<file path="src/rtl/cnftp_pkg.sv">
// Shared types and constants for the CNF token parser.
`default_nettype none

package cnftp_pkg;

  localparam int TOKEN_W = 21;
  localparam int KIND_W  = 3;
  localparam int EVENT_W = 3;
  localparam int ERR_W   = 3;
  localparam int WARN_W  = 3;

  typedef enum logic [KIND_W-1:0] {
    TK_COMMENT  = 3'd0,
    TK_HEADER   = 3'd1,
    TK_NUMBER   = 3'd2,
    TK_ZERO     = 3'd3,
    TK_NEWLINE  = 3'd4,
    TK_EOF      = 3'd5,
    TK_SCAN_ERR = 3'd6
  } tkind_t;

  typedef enum logic [EVENT_W-1:0] {
    EV_NONE   = 3'd0,
    EV_HEADER = 3'd1,
    EV_LIT    = 3'd2,
    EV_CLAUSE = 3'd3,
    EV_DONE   = 3'd4,
    EV_ERROR  = 3'd5
  } event_t;

  typedef enum logic [ERR_W-1:0] {
    ERR_NONE       = 3'd0,
    ERR_DUP_HEADER = 3'd1,
    ERR_EARLY_EOF  = 3'd2,
    ERR_HDR_SYNTAX = 3'd3,
    ERR_CLS_SYNTAX = 3'd4,
    ERR_SCANNER    = 3'd5
  } err_t;

  typedef enum logic [2:0] {
    PH_WAIT_HDR   = 3'd0,
    PH_WANT_VARS  = 3'd1,
    PH_WANT_CLS   = 3'd2,
    PH_HDR_NL     = 3'd3,
    PH_LINE_START = 3'd4,
    PH_IN_CLAUSE  = 3'd5,
    PH_AFTER_ZERO = 3'd6
  } phase_t;

endpackage

`default_nettype wire

</file>
<file path="src/rtl/cnftp_in_stage.sv">
// Input register stage that holds one token item for the parse step.
`default_nettype none

module cnftp_in_stage
  import cnftp_pkg::*;
(
  input  wire logic                      clk,
  input  wire logic                      rst_n,
  input  wire logic                      in_valid,
  output logic                           in_ready,
  input  wire logic [KIND_W-1:0]         in_kind,
  input  wire logic signed [TOKEN_W-1:0] in_value,
  output logic                           step_en,
  input  wire logic                      down_ready,
  output logic [KIND_W-1:0]              tok_kind,
  output logic signed [TOKEN_W-1:0]      tok_value
);

  logic                      valid_r;
  logic [KIND_W-1:0]         kind_r;
  logic signed [TOKEN_W-1:0] value_r;

  assign step_en   = valid_r && down_ready;
  assign in_ready  = !valid_r || down_ready;
  assign tok_kind  = kind_r;
  assign tok_value = value_r;

  always_ff @(posedge clk) begin
    if (!rst_n) begin
      valid_r <= 1'b0;
    end else if (in_ready) begin
      valid_r <= in_valid;
    end
  end

  always_ff @(posedge clk) begin
    if (in_valid && in_ready) begin
      kind_r  <= in_kind;
      value_r <= in_value;
    end
  end

endmodule

`default_nettype wire

</file>
<file path="src/rtl/cnftp_core.sv">
// Parse state registers and the per-token decision logic.
`default_nettype none

module cnftp_core
  import cnftp_pkg::*;
#(
  parameter int VAR_BITS    = 20,
  parameter int CLAUSE_BITS = 24
) (
  input  wire logic                      clk,
  input  wire logic                      rst_n,
  input  wire logic                      step_en,
  input  wire logic [KIND_W-1:0]         tok_kind,
  input  wire logic signed [TOKEN_W-1:0] tok_value,
  output logic [EVENT_W-1:0]             res_event,
  output logic signed [TOKEN_W-1:0]      res_literal,
  output logic [VAR_BITS-1:0]            res_vars,
  output logic [CLAUSE_BITS-1:0]         res_clauses,
  output logic [CLAUSE_BITS-1:0]         res_total,
  output logic [VAR_BITS-1:0]            res_largest,
  output logic [ERR_W-1:0]               res_err,
  output logic [WARN_W-1:0]              res_warn
);

  localparam int VMW = (VAR_BITS > TOKEN_W) ? VAR_BITS : TOKEN_W;
  localparam int CMW = (CLAUSE_BITS > TOKEN_W) ? CLAUSE_BITS : TOKEN_W;

  phase_t                 phase_r, phase_nxt;
  logic [VAR_BITS-1:0]    hvars_r, hvars_nxt;
  logic [CLAUSE_BITS-1:0] hcls_r, hcls_nxt;
  logic [VAR_BITS-1:0]    maxv_r, maxv_nxt;
  logic [CLAUSE_BITS-1:0] seen_r, seen_nxt;
  logic                   finished_r, finished_nxt;

  logic [KIND_W-1:0]      kind_eff;
  logic                   neg;
  logic [TOKEN_W-1:0]     mag;
  logic [VMW-1:0]         mag_v;
  logic [VMW-1:0]         vmax_v;
  logic [CMW-1:0]         mag_c;
  logic [CMW-1:0]         cmax_c;
  logic [VAR_BITS-1:0]    mag_var_sat;
  logic [CLAUSE_BITS-1:0] mag_cls_sat;
  event_t                 ev;
  err_t                   err;
  logic [WARN_W-1:0]      warn;

  // A number token of value zero behaves as the clause terminator.
  assign kind_eff = (tok_kind == TK_NUMBER && tok_value == '0) ? TK_ZERO : tok_kind;
  assign neg      = tok_value[TOKEN_W-1];
  assign mag      = neg ? (~tok_value + 1'b1) : tok_value;
  assign mag_v    = VMW'(mag);
  assign vmax_v   = VMW'({VAR_BITS{1'b1}});
  assign mag_c    = CMW'(mag);
  assign cmax_c   = CMW'({CLAUSE_BITS{1'b1}});
  assign mag_var_sat = (mag_v > vmax_v) ? VAR_BITS'(vmax_v) : VAR_BITS'(mag_v);
  assign mag_cls_sat = (mag_c > cmax_c) ? CLAUSE_BITS'(cmax_c) : CLAUSE_BITS'(mag_c);

  always_comb begin
    phase_nxt    = phase_r;
    hvars_nxt    = hvars_r;
    hcls_nxt     = hcls_r;
    maxv_nxt     = maxv_r;
    seen_nxt     = seen_r;
    finished_nxt = finished_r;
    ev           = EV_NONE;
    err          = ERR_NONE;
    warn         = '0;
    if (!finished_r && kind_eff != TK_COMMENT) begin
      if (kind_eff >= TK_SCAN_ERR) begin
        ev  = EV_ERROR;
        err = ERR_SCANNER;
      end else begin
        unique case (phase_r)
          PH_WAIT_HDR: begin
            if (kind_eff == TK_HEADER) begin
              phase_nxt = PH_WANT_VARS;
            end else if (kind_eff == TK_EOF) begin
              ev  = EV_ERROR;
              err = ERR_EARLY_EOF;
            end
          end
          PH_WANT_VARS: begin
            if (kind_eff == TK_NUMBER && !neg) begin
              hvars_nxt = mag_var_sat;
              phase_nxt = PH_WANT_CLS;
            end else begin
              ev  = EV_ERROR;
              err = ERR_HDR_SYNTAX;
            end
          end
          PH_WANT_CLS: begin
            if (kind_eff == TK_NUMBER && !neg) begin
              hcls_nxt  = mag_cls_sat;
              phase_nxt = PH_HDR_NL;
            end else begin
              ev  = EV_ERROR;
              err = ERR_HDR_SYNTAX;
            end
          end
          PH_HDR_NL: begin
            if (kind_eff == TK_NEWLINE) begin
              ev        = EV_HEADER;
              phase_nxt = PH_LINE_START;
            end else begin
              ev  = EV_ERROR;
              err = ERR_HDR_SYNTAX;
            end
          end
          PH_LINE_START, PH_IN_CLAUSE: begin
            if (kind_eff == TK_NUMBER) begin
              if (mag_var_sat > maxv_r) begin
                maxv_nxt = mag_var_sat;
              end
              ev        = EV_LIT;
              phase_nxt = PH_IN_CLAUSE;
            end else if (kind_eff == TK_NEWLINE) begin
              ev = EV_NONE;
            end else if (phase_r == PH_LINE_START && kind_eff == TK_HEADER) begin
              ev  = EV_ERROR;
              err = ERR_DUP_HEADER;
            end else if (phase_r == PH_LINE_START && kind_eff == TK_EOF) begin
              ev = EV_DONE;
            end else if (phase_r == PH_IN_CLAUSE && kind_eff == TK_ZERO) begin
              phase_nxt = PH_AFTER_ZERO;
            end else begin
              ev  = EV_ERROR;
              err = ERR_CLS_SYNTAX;
            end
          end
          PH_AFTER_ZERO: begin
            if (kind_eff == TK_NEWLINE || kind_eff == TK_EOF) begin
              if (seen_r != {CLAUSE_BITS{1'b1}}) begin
                seen_nxt = seen_r + 1'b1;
              end
              phase_nxt = PH_LINE_START;
              ev        = (kind_eff == TK_EOF) ? EV_DONE : EV_CLAUSE;
            end else begin
              ev  = EV_ERROR;
              err = ERR_CLS_SYNTAX;
            end
          end
          default: begin
            ev  = EV_ERROR;
            err = ERR_SCANNER;
          end
        endcase
      end
      if (ev == EV_DONE) begin
        warn[0] = maxv_nxt > hvars_nxt;
        warn[1] = hcls_nxt > seen_nxt;
        warn[2] = hcls_nxt < seen_nxt;
      end
      if (ev == EV_DONE || ev == EV_ERROR) begin
        finished_nxt = 1'b1;
      end
    end
  end

  assign res_event   = ev;
  assign res_literal = (ev == EV_LIT) ? tok_value : '0;
  assign res_vars    = hvars_nxt;
  assign res_clauses = hcls_nxt;
  assign res_total   = seen_nxt;
  assign res_largest = maxv_nxt;
  assign res_err     = err;
  assign res_warn    = warn;

  always_ff @(posedge clk) begin
    if (!rst_n) begin
      phase_r    <= PH_WAIT_HDR;
      hvars_r    <= '0;
      hcls_r     <= '0;
      maxv_r     <= '0;
      seen_r     <= '0;
      finished_r <= 1'b0;
    end else if (step_en) begin
      phase_r    <= phase_nxt;
      hvars_r    <= hvars_nxt;
      hcls_r     <= hcls_nxt;
      maxv_r     <= maxv_nxt;
      seen_r     <= seen_nxt;
      finished_r <= finished_nxt;
    end
  end

  a_finished_sticky: assert property (@(posedge clk) disable iff (!rst_n)
    finished_r |=> finished_r)
    else $error("finished flag dropped without reset");

  a_error_has_code: assert property (@(posedge clk) disable iff (!rst_n)
    (step_en && res_event == EV_ERROR) |-> (res_err != ERR_NONE))
    else $error("error event without an error code");

  a_warn_only_done: assert property (@(posedge clk) disable iff (!rst_n)
    (step_en && res_event != EV_DONE) |-> (res_warn == '0))
    else $error("warning bits outside a done event");

  a_quiet_after_finish: assert property (@(posedge clk) disable iff (!rst_n)
    (step_en && finished_r) |-> (res_event == EV_NONE && phase_nxt == phase_r))
    else $error("token acted on after the parse finished");

endmodule

`default_nettype wire

</file>
<file path="src/rtl/cnftp_out_stage.sv">
// Result register that holds one result item until the consumer takes it.
`default_nettype none

module cnftp_out_stage #(
  parameter int WIDTH = 8
) (
  input  wire logic             clk,
  input  wire logic             rst_n,
  input  wire logic             load,
  output logic                  can_load,
  input  wire logic [WIDTH-1:0] load_data,
  output logic                  out_valid,
  input  wire logic             out_ready,
  output logic [WIDTH-1:0]      out_data
);

  logic             valid_r;
  logic [WIDTH-1:0] data_r;

  assign can_load  = !valid_r || out_ready;
  assign out_valid = valid_r;
  assign out_data  = data_r;

  always_ff @(posedge clk) begin
    if (!rst_n) begin
      valid_r <= 1'b0;
    end else if (can_load) begin
      valid_r <= load;
    end
  end

  always_ff @(posedge clk) begin
    if (load && can_load) begin
      data_r <= load_data;
    end
  end

endmodule

`default_nettype wire

</file>
<file path="src/rtl/cnf_token_parser_core.sv">
// Top level of the CNF token parser: input stage, parse step and result register.
// A token item is registered in the input stage; its result item is then registered in the result register.
// Throughput: one token item per cycle while the result side is ready; the parse step is a single registered pass.
// Backpressure on the result side stalls the input stage one item deep.
// Reset (rst_n low, synchronous) clears the parse phase, header counts,
// largest variable, clause count, finished flag and both stage valid bits.
`default_nettype none

module cnf_token_parser_core
  import cnftp_pkg::*;
#(
  parameter int VAR_BITS    = 20,
  parameter int CLAUSE_BITS = 24,
  localparam int IN_DW      = ((TOKEN_W + 7) / 8) * 8,
  localparam int OUT_BITS   = TOKEN_W + 2 * VAR_BITS + 2 * CLAUSE_BITS + ERR_W + WARN_W,
  localparam int OUT_DW     = ((OUT_BITS + 7) / 8) * 8
) (
  input  wire logic                   clk,
  input  wire logic                   rst_n,
  input  wire logic                   in_tvalid,
  output logic                        in_tready,
  // tdata: token_value
  input  wire logic [IN_DW-1:0]       in_tdata,
  // tuser: token_kind
  input  wire logic [KIND_W-1:0]      in_tuser,
  output logic                        out_tvalid,
  input  wire logic                   out_tready,
  // tdata: literal, declared_vars, declared_clauses, clause_total, largest_var,
  // error_code, warn_flags
  output logic [OUT_DW-1:0]           out_tdata,
  // tuser: event_res
  output logic [EVENT_W-1:0]          out_tuser
);

  localparam int RES_W    = EVENT_W + OUT_DW;

  logic                      step_en;
  logic                      can_load;
  logic [KIND_W-1:0]         tok_kind;
  logic signed [TOKEN_W-1:0] tok_value;
  logic [EVENT_W-1:0]        res_event;
  logic signed [TOKEN_W-1:0] res_literal;
  logic [VAR_BITS-1:0]       res_vars;
  logic [CLAUSE_BITS-1:0]    res_clauses;
  logic [CLAUSE_BITS-1:0]    res_total;
  logic [VAR_BITS-1:0]       res_largest;
  logic [ERR_W-1:0]          res_err;
  logic [WARN_W-1:0]         res_warn;
  logic [OUT_BITS-1:0]       res_fields;
  logic [RES_W-1:0]          res_word;
  logic [RES_W-1:0]          out_word;

  cnftp_in_stage u_in (
    .clk        (clk),
    .rst_n      (rst_n),
    .in_valid   (in_tvalid),
    .in_ready   (in_tready),
    .in_kind    (in_tuser),
    .in_value   (in_tdata[TOKEN_W-1:0]),
    .step_en    (step_en),
    .down_ready (can_load),
    .tok_kind   (tok_kind),
    .tok_value  (tok_value)
  );

  cnftp_core #(
    .VAR_BITS    (VAR_BITS),
    .CLAUSE_BITS (CLAUSE_BITS)
  ) u_core (
    .clk         (clk),
    .rst_n       (rst_n),
    .step_en     (step_en),
    .tok_kind    (tok_kind),
    .tok_value   (tok_value),
    .res_event   (res_event),
    .res_literal (res_literal),
    .res_vars    (res_vars),
    .res_clauses (res_clauses),
    .res_total   (res_total),
    .res_largest (res_largest),
    .res_err     (res_err),
    .res_warn    (res_warn)
  );

  assign res_fields = {res_warn, res_err, res_largest, res_total, res_clauses, res_vars,
                       res_literal};
  assign res_word   = {OUT_DW'(res_fields), res_event};

  cnftp_out_stage #(
    .WIDTH (RES_W)
  ) u_out (
    .clk       (clk),
    .rst_n     (rst_n),
    .load      (step_en),
    .can_load  (can_load),
    .load_data (res_word),
    .out_valid (out_tvalid),
    .out_ready (out_tready),
    .out_data  (out_word)
  );

  assign out_tuser = out_word[EVENT_W-1:0];
  assign out_tdata = out_word[RES_W-1:EVENT_W];

endmodule

`default_nettype wire
</file>
<file path="config.mk">
export PLATFORM = sky130hd
export DESIGN_NAME = cnf_token_parser_core
export DESIGN_NICKNAME = d
export VERILOG_FILES = /design/src/rtl/cnftp_pkg.sv /design/src/rtl/cnftp_in_stage.sv /design/src/rtl/cnftp_core.sv /design/src/rtl/cnftp_out_stage.sv /design/src/rtl/cnf_token_parser_core.sv
export SDC_FILE = /design/constraint.sdc
export NUM_CORES = 1
export LEC_CHECK = 0
export ABC_AREA = 1
export BUFFER_PORTS_ARGS = -buffer_cell sky130_fd_sc_hd__buf_2
export CAP_MARGIN = 20
export CORE_MARGIN = 4
export CORE_UTILIZATION = 64
export CTS_CLUSTER_DIAMETER = 60
export CTS_CLUSTER_SIZE = 24
export DETAILED_ROUTE_END_ITERATION = 16
export HOLD_SLACK_MARGIN = 0.02
export PLACE_DENSITY = 0.86
export SYNTH_ARGS = -nofsm -noshare
export SYNTH_HDL_FRONTEND = slang
export SYNTH_SLANG_ARGS = --single-unit
</file>
<file path="constraint.sdc">
create_clock -name clk -period 14.4 [get_ports clk]
set_input_delay 2.16 -clock clk [delete_from_list [all_inputs] [get_ports clk]]
set_output_delay 2.16 -clock clk [all_outputs]
set_load 0.005 [all_outputs]
</file>
==> results by group, run 1 <==
Run status
  – Status: completed

Detailed routing
  – WL final: 33.9 mm
  – DRT iter0 DRCs: 938
  – Via count: 11838
  – DRT antenna net count: 0
  – # DRC: 0
  – Avg Vias per Cell: 5.62
  – DR pass1 iterations: 6
  – Drt wl/cell: 16.1 um

Power and ir drop
  – Power Dens Cells: 104 nW/um2
  – Pleak: 7.24 nW
  – VDD IR max: 0.0867 mV

Floorplanning
  – Die Width: 153 um
  – Initial Utilization: 66.0%
  – Die H: 153 um
  – Row count: 52
  – Io pins: 156
  – Core area: 20500 um2
  – Area of the die: 23500 um2

Flow run
  – Max-cap violation count: 0

Yosys
  – Library cells used by synthesis: 53
  – Synth Warn #: 0
  – Top cells by area, synth: edfxtp_1, dfxtp_1, nand2_1, inv_1, ha_1
  – Syn avg cell area: 7.88 um2
  – Area share of the largest cell type after synthesis: 31.5%
  – Area leader, netlist: edfxtp_1
  – Flops & latches, synth: 236
  – Post-Syn Area: 13500 um2
  – Mapped Cells: 1716
  – Seq/Total Area, Yosys: 45.4%

Timing
  – Worst-Margin Slew: 1.08 ns
  – Tcrit/Tclk final: 41.6%
  – Rel. slew slack: 28.0%
  – Fmax: 167 MHz
  – Max Clock Skew: 0.0336 ns
  – Fin. max-slew vios: 0
  – Hold Vio Cnt, Final: 0
  – Minimum clock period after layout: 5.98 ns
  – TNS Setup: 0 ns
  – Final Setup Violations: 0
  – Unrepaired setup endpoints after global routing: no

Clock network
  – Clock buffer count from CTS: 18
  – Postcts setup bufs: 0
  – CTS Hold Bufs: 0
  – Clk_lat worst skew: 0.52 ns
  – CTS root buffer: clkbuf_16
  – CTS tree: built
  – H-tree depth: 1
  – Gates resized, CTS repair: 0
  – CTS Buffer Depth: 3
  – CTS clock-pin slew for the worst setup and hold paths: 0.09 ns
  – Num Clock Sinks: 236

Placement
  – RD Place Congestion: 0.958
  – Post-DP HPWL: 24.0 mm
  – I/O Buffers: 147

Global route
  – Total track usage: 28.3%
  – Largest net degree at the start of global routing: 119
  – First-pass GRT wire length: 55.1 mm
  – GR Overflow Total: 0
  – Vias in the first global route: 11339
  – Initial antenna violation count: 0

Setup path
  – Critical path class: register to register
  – CP endpoint kind: register
  – Worst EP required: 14.73 ns
  – R2R cell count: 29
  – CP max-delay cell: nor3_4
  – Worst-path fanout max: 16
  – Worst Setup SP: u_in.tok_value[0]
  – Worst r2r src: u_in.tok_value[0]
  – Most common cell type on the critical path: nand2_1
  – Setup crit start kind: register
  – Critical path destination: u_out.out_data[115]
  – CP max stage delay: 0.49 ns
  – Worst r2r dst: u_out.out_data[115]
  – R2r setup slk: 8.42 ns
  – WP data arrival: 6.31 ns

Hold path
  – Hold Path Class: register to register

Final layout
  – Core Util, Final: 73.2%
  – ANT cells: 0
  – Area Overhead vs Synth: 10.9%
  – Layout net count: 1923
  – Layout cell share with drive strength beyond 1: 15.0%
cells in the final DEF (no fill, tap or decap), types with 4 or more instances in the layout:
cell type | synthesis | final
dfxtp_1 | 94 | 94
a211oi_1 | 7 | 7
o21ai_0 | 93 | 93
nand3_1 | 111 | 111
ha_1 | 66 | 66
nand2_1 | 453 | 453
a21oi_1 | 91 | 91
nor2_2 | 27 | 27
nand4_1 | 17 | 17
clkinv_1 | 1 | 5
o21ai_2 | 6 | 6
nor2_1 | 125 | 125
inv_1 | 256 | 254
buf_2 | 15 | 147
o211ai_1 | 19 | 19
buf_4 | 8 | 6
nand2_2 | 7 | 7
or2_2 | 6 | 6
conb_1 | 1 | 5
inv_2 | 12 | 12
edfxtp_1 | 142 | 142
xor2_1 | 16 | 16
nor3_1 | 13 | 13
o21ai_1 | 29 | 29
nand3_2 | 4 | 4
nor2_4 | 7 | 7
clkbuf_16 | 0 | 19
power breakdown:
| part | switching [mW] | total (mW) | internal (mW) |
|---|---|---|---|
| logic | 0.166 | 0.247 | 0.0808 |
| registers | 0.0217 | 0.778 | 0.757 |
| clock network | 0.266 | 0.540 | 0.275 |
cells by family after synthesis:
group	count (synthesis)	synth area share (%)
flip-flops	236	45.4
adder cells (fa/ha/maj)	66	6.11
XOR/XNOR	18	1.28
buffers and inverters	338	9.98
other	1	0.0277
AO/OA/AOI/OAI	266	11.1
AND/OR/NAND/NOR	791	26.1
layout make-up:
type                            instances  area (um2)
Sequential cell                       236        6150
Clock buffer                           19         475
Timing Repair Buffer                  154         808
Multi-Input combinational cell       1146        6040
Fill cell                            1572        5500
Clock inverter                         13         161
Tap cell                              270         338
Inverter                              270        1020
synth_stat cells (all sizes together):
cell	count
nand2	462
inv	269
nor2	161
edfxtp	142
o21ai	128
nand3	117
a21oi	94
dfxtp	94
ha	66
buf	34
clkbuf	34
o211ai	19
nand4	18
nor3	18
xor2	18
a211oi	9
or2	6
nand3b	3
nor4	3
o21a	3
o21bai	3
o22ai	3
a21boi	2
a31o	2
and2	2
a21o	1
a22o	1
clkinv	1
conb	1
nor3b	1
o31ai	1
worst min path at each step:
stage                      start  cells past startpoint           endpoint  slack (ns)
6_report       u_core.hcls_r[23]                      2  u_core.hcls_r[23]        0.47
3_5_place_dp   u_core.hcls_r[17]                      2  u_core.hcls_r[17]        0.46
3_3_place_gp   u_core.hcls_r[17]                      2  u_core.hcls_r[17]        0.45
2_1_floorplan  u_core.hcls_r[20]                      2  u_core.hcls_r[20]        0.44
4_1_cts        u_core.hcls_r[17]                      2  u_core.hcls_r[17]        0.48
5_1_grt        u_core.hcls_r[22]                      2  u_core.hcls_r[22]        0.50
state kept, by name, summed over array words and instances (netlist names):
signal and cells:
u_in.tok_kind 3, u_core.hvars_r 20, u_in.tok_value 21, u_in.valid_r 1, u_core.maxv_r 20, u_core.finished_r 1
u_core.hcls_r 24, u_out.out_data 118, u_core.phase_r 3, u_out.out_valid 1, u_core.seen_r 24
routing by layer:
layer / global-route usage, % / up-vias / share of wire, %
li1: - / 5779 / -
met1: 35.3 / 5377 / 38
met2: 48.6 / 561 / 48
met3: 3.96 / 121 / 8.4
met4: 13.9 / 0 / 5.2
met5: 0 / - / 0
critical path: cells and delay by family (launching register included):
| kind | cells | cell delay (ns) |
|---|---|---|
| and+or+nand+nor | 22 | 3.88 |
| DFF | 1 | 0.41 |
| adders and majority gates | 3 | 0.73 |
| buffers and inverters | 4 | 0.77 |
through the flow:
step / std cells / instance area (um2) / setup WS [ns] / total power [mW] / hold WS, ns
global placement: 2075 / 14300 / 8.79 / 1.02 / 0.449
floorplan: 1720 / 13500 / 7.68 / 0.956 / 0.439
finish: 2108 / 15000 / 8.42 / 1.57 / 0.474
detailed placement: 2075 / 14300 / 8.64 / 1.03 / 0.464
CTS: 2107 / 15000 / 8.49 / 1.57 / 0.477
global route: 2108 / 15000 / 7.93 / 1.64 / 0.498
Note: power is estimated with default switching activity, not from simulation.
==> run 2, diff against run 1 <==
Settings changed: CORE_UTILIZATION 64 to 59, PLACE_DENSITY 0.86 to 0.8.
Clock period 14.4 ns to 5.95 ns, I/O delays scaled along.
==> run 2 against run 1 <==
  * Clock-buffer cell count grew 4
  * Register-to-register slack worse by 7.8 ns
  * Sequential power rose by 140%
  * Non-clock buffer count grew 8
  * Cell area increased by 0.93%
  * Utilization decreased by 6.1 points
  * Critical path type unchanged
  * Largest cell class unchanged
==> results by group, run 2 (same netlist as run 1, synthesis figures left out) <==
Power and ir drop
  – Switching power total: 1.14 mW (+150%)
  – PnR Total Power: 3.89 mW (+150%)
  – Clock power frac: 36.4% (+1.9 points)
  – Sw Ratio: 29.4% (+0.39 points)
  – Comb pwr share: 15.2% (-0.6 points)
  – Pleak: 7.32 nW (+1.2%)
  – Reg power frac: 48.4% (-1.3 points)
  – Power Dens Cells: 257 nW/um2 (+150%)
  – Pint: 2.75 mW (+150%)
  – VDD IR max: 0.219 mV (+150%)

Setup path
  – Most common cell type on the critical path: nand2_1
  – CP endpoint kind: register
  – Worst EP required: 6.22 ns (-8.51 ns)
  – Setup crit start kind: register
  – WP data arrival: 5.60 ns (-0.71 ns)
  – Worst-path fanout max: 13 (-3)
  – Critical path class: register to register
  – CP max-delay cell: edfxtp_1
  – CP max stage delay: 0.37 ns (-0.12 ns)

Floorplanning
  – Core area: 22600 um2 (+10%)
  – Row count: 55 (+5.8%)
  – Area of the die: 25400 um2 (+8.0%)
  – Die H: 159 um (+3.9%)
  – Io pins: 156 (unchanged)
  – Die Width: 159 um (+3.9%)
  – Initial Utilization: 59.9% (-6.1 points)

Final layout
  – Multi-input combinational cell area: 6040 um2 (unchanged)
  – Layout Cells excl Fill: 2135 (+1.3%)
  – Fillers: 1847 (+17%)
  – Commonest non-fill, non-tap cell in the layout: nand2_1
  – Area Overhead vs Synth: 11.9%
  – Core Util, Final: 67.0% (-6.1 points)
  – Max FFs per register: 118 (unchanged)
  – Register area: 6150 um2 (unchanged)
  – ANT cells: 0 (unchanged)
  – Most frequent cells in the layout: nand2_1, inv_1, buf_2
  – Layout net count: 1933 (+0.52%)
  – Layout cell share with drive strength beyond 1: 15.7% (+0.66 points)

Detailed routing
  – # DRC: 0 (unchanged)
  – DRT iter0 DRCs: 1046 (+12%)
  – Via count: 11598 (-2.0%)
  – WL final: 34.1 mm (+0.52%)
  – DR pass1 iterations: 5 (-1)
  – DRT antenna net count: 0 (unchanged)
  – Drt wl/cell: 16.0 um (-0.76%)
  – Avg Vias per Cell: 5.43 (-3.3%)

Clock network
  – Postcts setup bufs: 0 (unchanged)
  – CTS Hold Bufs: 0 (unchanged)
  – Clock buffer count from CTS: 20 (+2)
  – H-tree depth: 1 (unchanged)
  – CTS Buffer Depth: 3 (unchanged)
  – Clk_lat worst skew: 0.53 ns (about the same)
  – CTS clock-pin slew for the worst setup and hold paths: 0.08 ns (about the same)
  – CTS root buffer: clkbuf_16
  – Gates resized, CTS repair: 0 (unchanged)
  – CTS tree: built
  – Num Clock Sinks: 236 (unchanged)

Placement
  – I/O Buffers: 147 (unchanged)
  – Post-DP HPWL: 24.5 mm (+2.4%)
  – Cell count after placement: 2099 (+1.2%)
  – RD Place Congestion: 0.926 (-3.3%)

Run status
  – Status: completed

Timing
  – Fin. max-slew vios: 0 (unchanged)
  – Unrepaired setup endpoints after global routing: no
  – Worst-Margin Slew: 0.943 ns (-0.135 ns)
  – TNS Setup: 0 ns (unchanged)
  – Hold Vio Cnt, Final: 0 (unchanged)
  – Final Setup Violations: 0 (unchanged)
  – Rel. slew slack: 37.1% (+9.1 points)
  – Fmax: 188 MHz (+12%)
  – Minimum clock period after layout: 5.33 ns (-0.654 ns)
  – Worst Hold Margin: 0.468 ns (-0.00535 ns)
  – Tcrit/Tclk final: 89.6% (+48 points)
  – Max Clock Skew: 0.0196 ns (-0.0140 ns)

Global route
  – Initial antenna violation count: 0 (unchanged)
  – Largest net degree at the start of global routing: 89 (-25%)
  – Total track usage: 26.2% (-2.2 points)
  – First-pass GRT wire length: 54.6 mm (-0.85%)
  – Vias in the first global route: 10859 (-4.2%)
  – GR Overflow Total: 0 (unchanged)

Flow run
  – Max-cap violation count: 0 (unchanged)

Hold path
  – Hold Path Class: register to register
run 2: through the flow:
step | setup WS, ns | area (um2)
after floorplan | 0.493 | 13500
after global placement | 0.902 | 14400
after detailed placement | 0.712 | 14400
after CTS | 0.660 | 15100
after global routing | 0.275 | 15100
final | 0.620 | 15100
run 2: critical path: cells and delay by family, from the launching register on:
kind | cells | cell delay (ns)
DFF | 1 | 0.37
buffers and inverters | 4 | 0.58
AOI/OAI and AO/OA | 1 | 0.25
and+or+nand+nor | 20 | 3.08
adders and majority gates | 3 | 0.81
run 2: power by group through the flow:
stage / logic, mW / clock network [mW] / registers (mW)
floorplan: 0.395 / 0 / 1.92
CTS: 0.587 / 1.44 / 1.88
detailed placement: 0.584 / 0 / 1.92
global placement: 0.564 / 0 / 1.92
global route: 0.667 / 1.52 / 1.89
finish: 0.590 / 1.42 / 1.88
run 2: routing by layer:
layer	vias up	GRT usage [%]	routed length [um]
met1	5266	33.7	14100
met3	77	4.14	2400
met2	436	45.1	16500
met4	0	9.27	1180
met5	-	0	0
li1	5819	-	-
run 2: cell type report:
| type | count | share of cell area [%] |
|---|---|---|
| clock buffers | 23 | 3.66 |
| clock inverters | 13 | 1.07 |
| inverters | 270 | 6.75 |
| multi-input cells | 1146 | 39.9 |
| flip-flops and latches | 236 | 40.6 |
| well taps | 285 | 2.36 |
| repair buffers | 162 | 5.61 |
run 2: final timing paths:
kind | cells past startpoint | from | slack [ns] | end
worst min-delay path | 2 | u_core.hcls_r[21] | 0.47 | u_core.hcls_r[21]
worst max-delay path | 28 | u_in.tok_value[1] | 0.62 | u_out.out_data[115]
worst max register to register | 28 | u_in.tok_value[1] | 0.62 | u_out.out_data[115]
worst min register to register | 2 | u_core.hcls_r[21] | 0.47 | u_core.hcls_r[21]
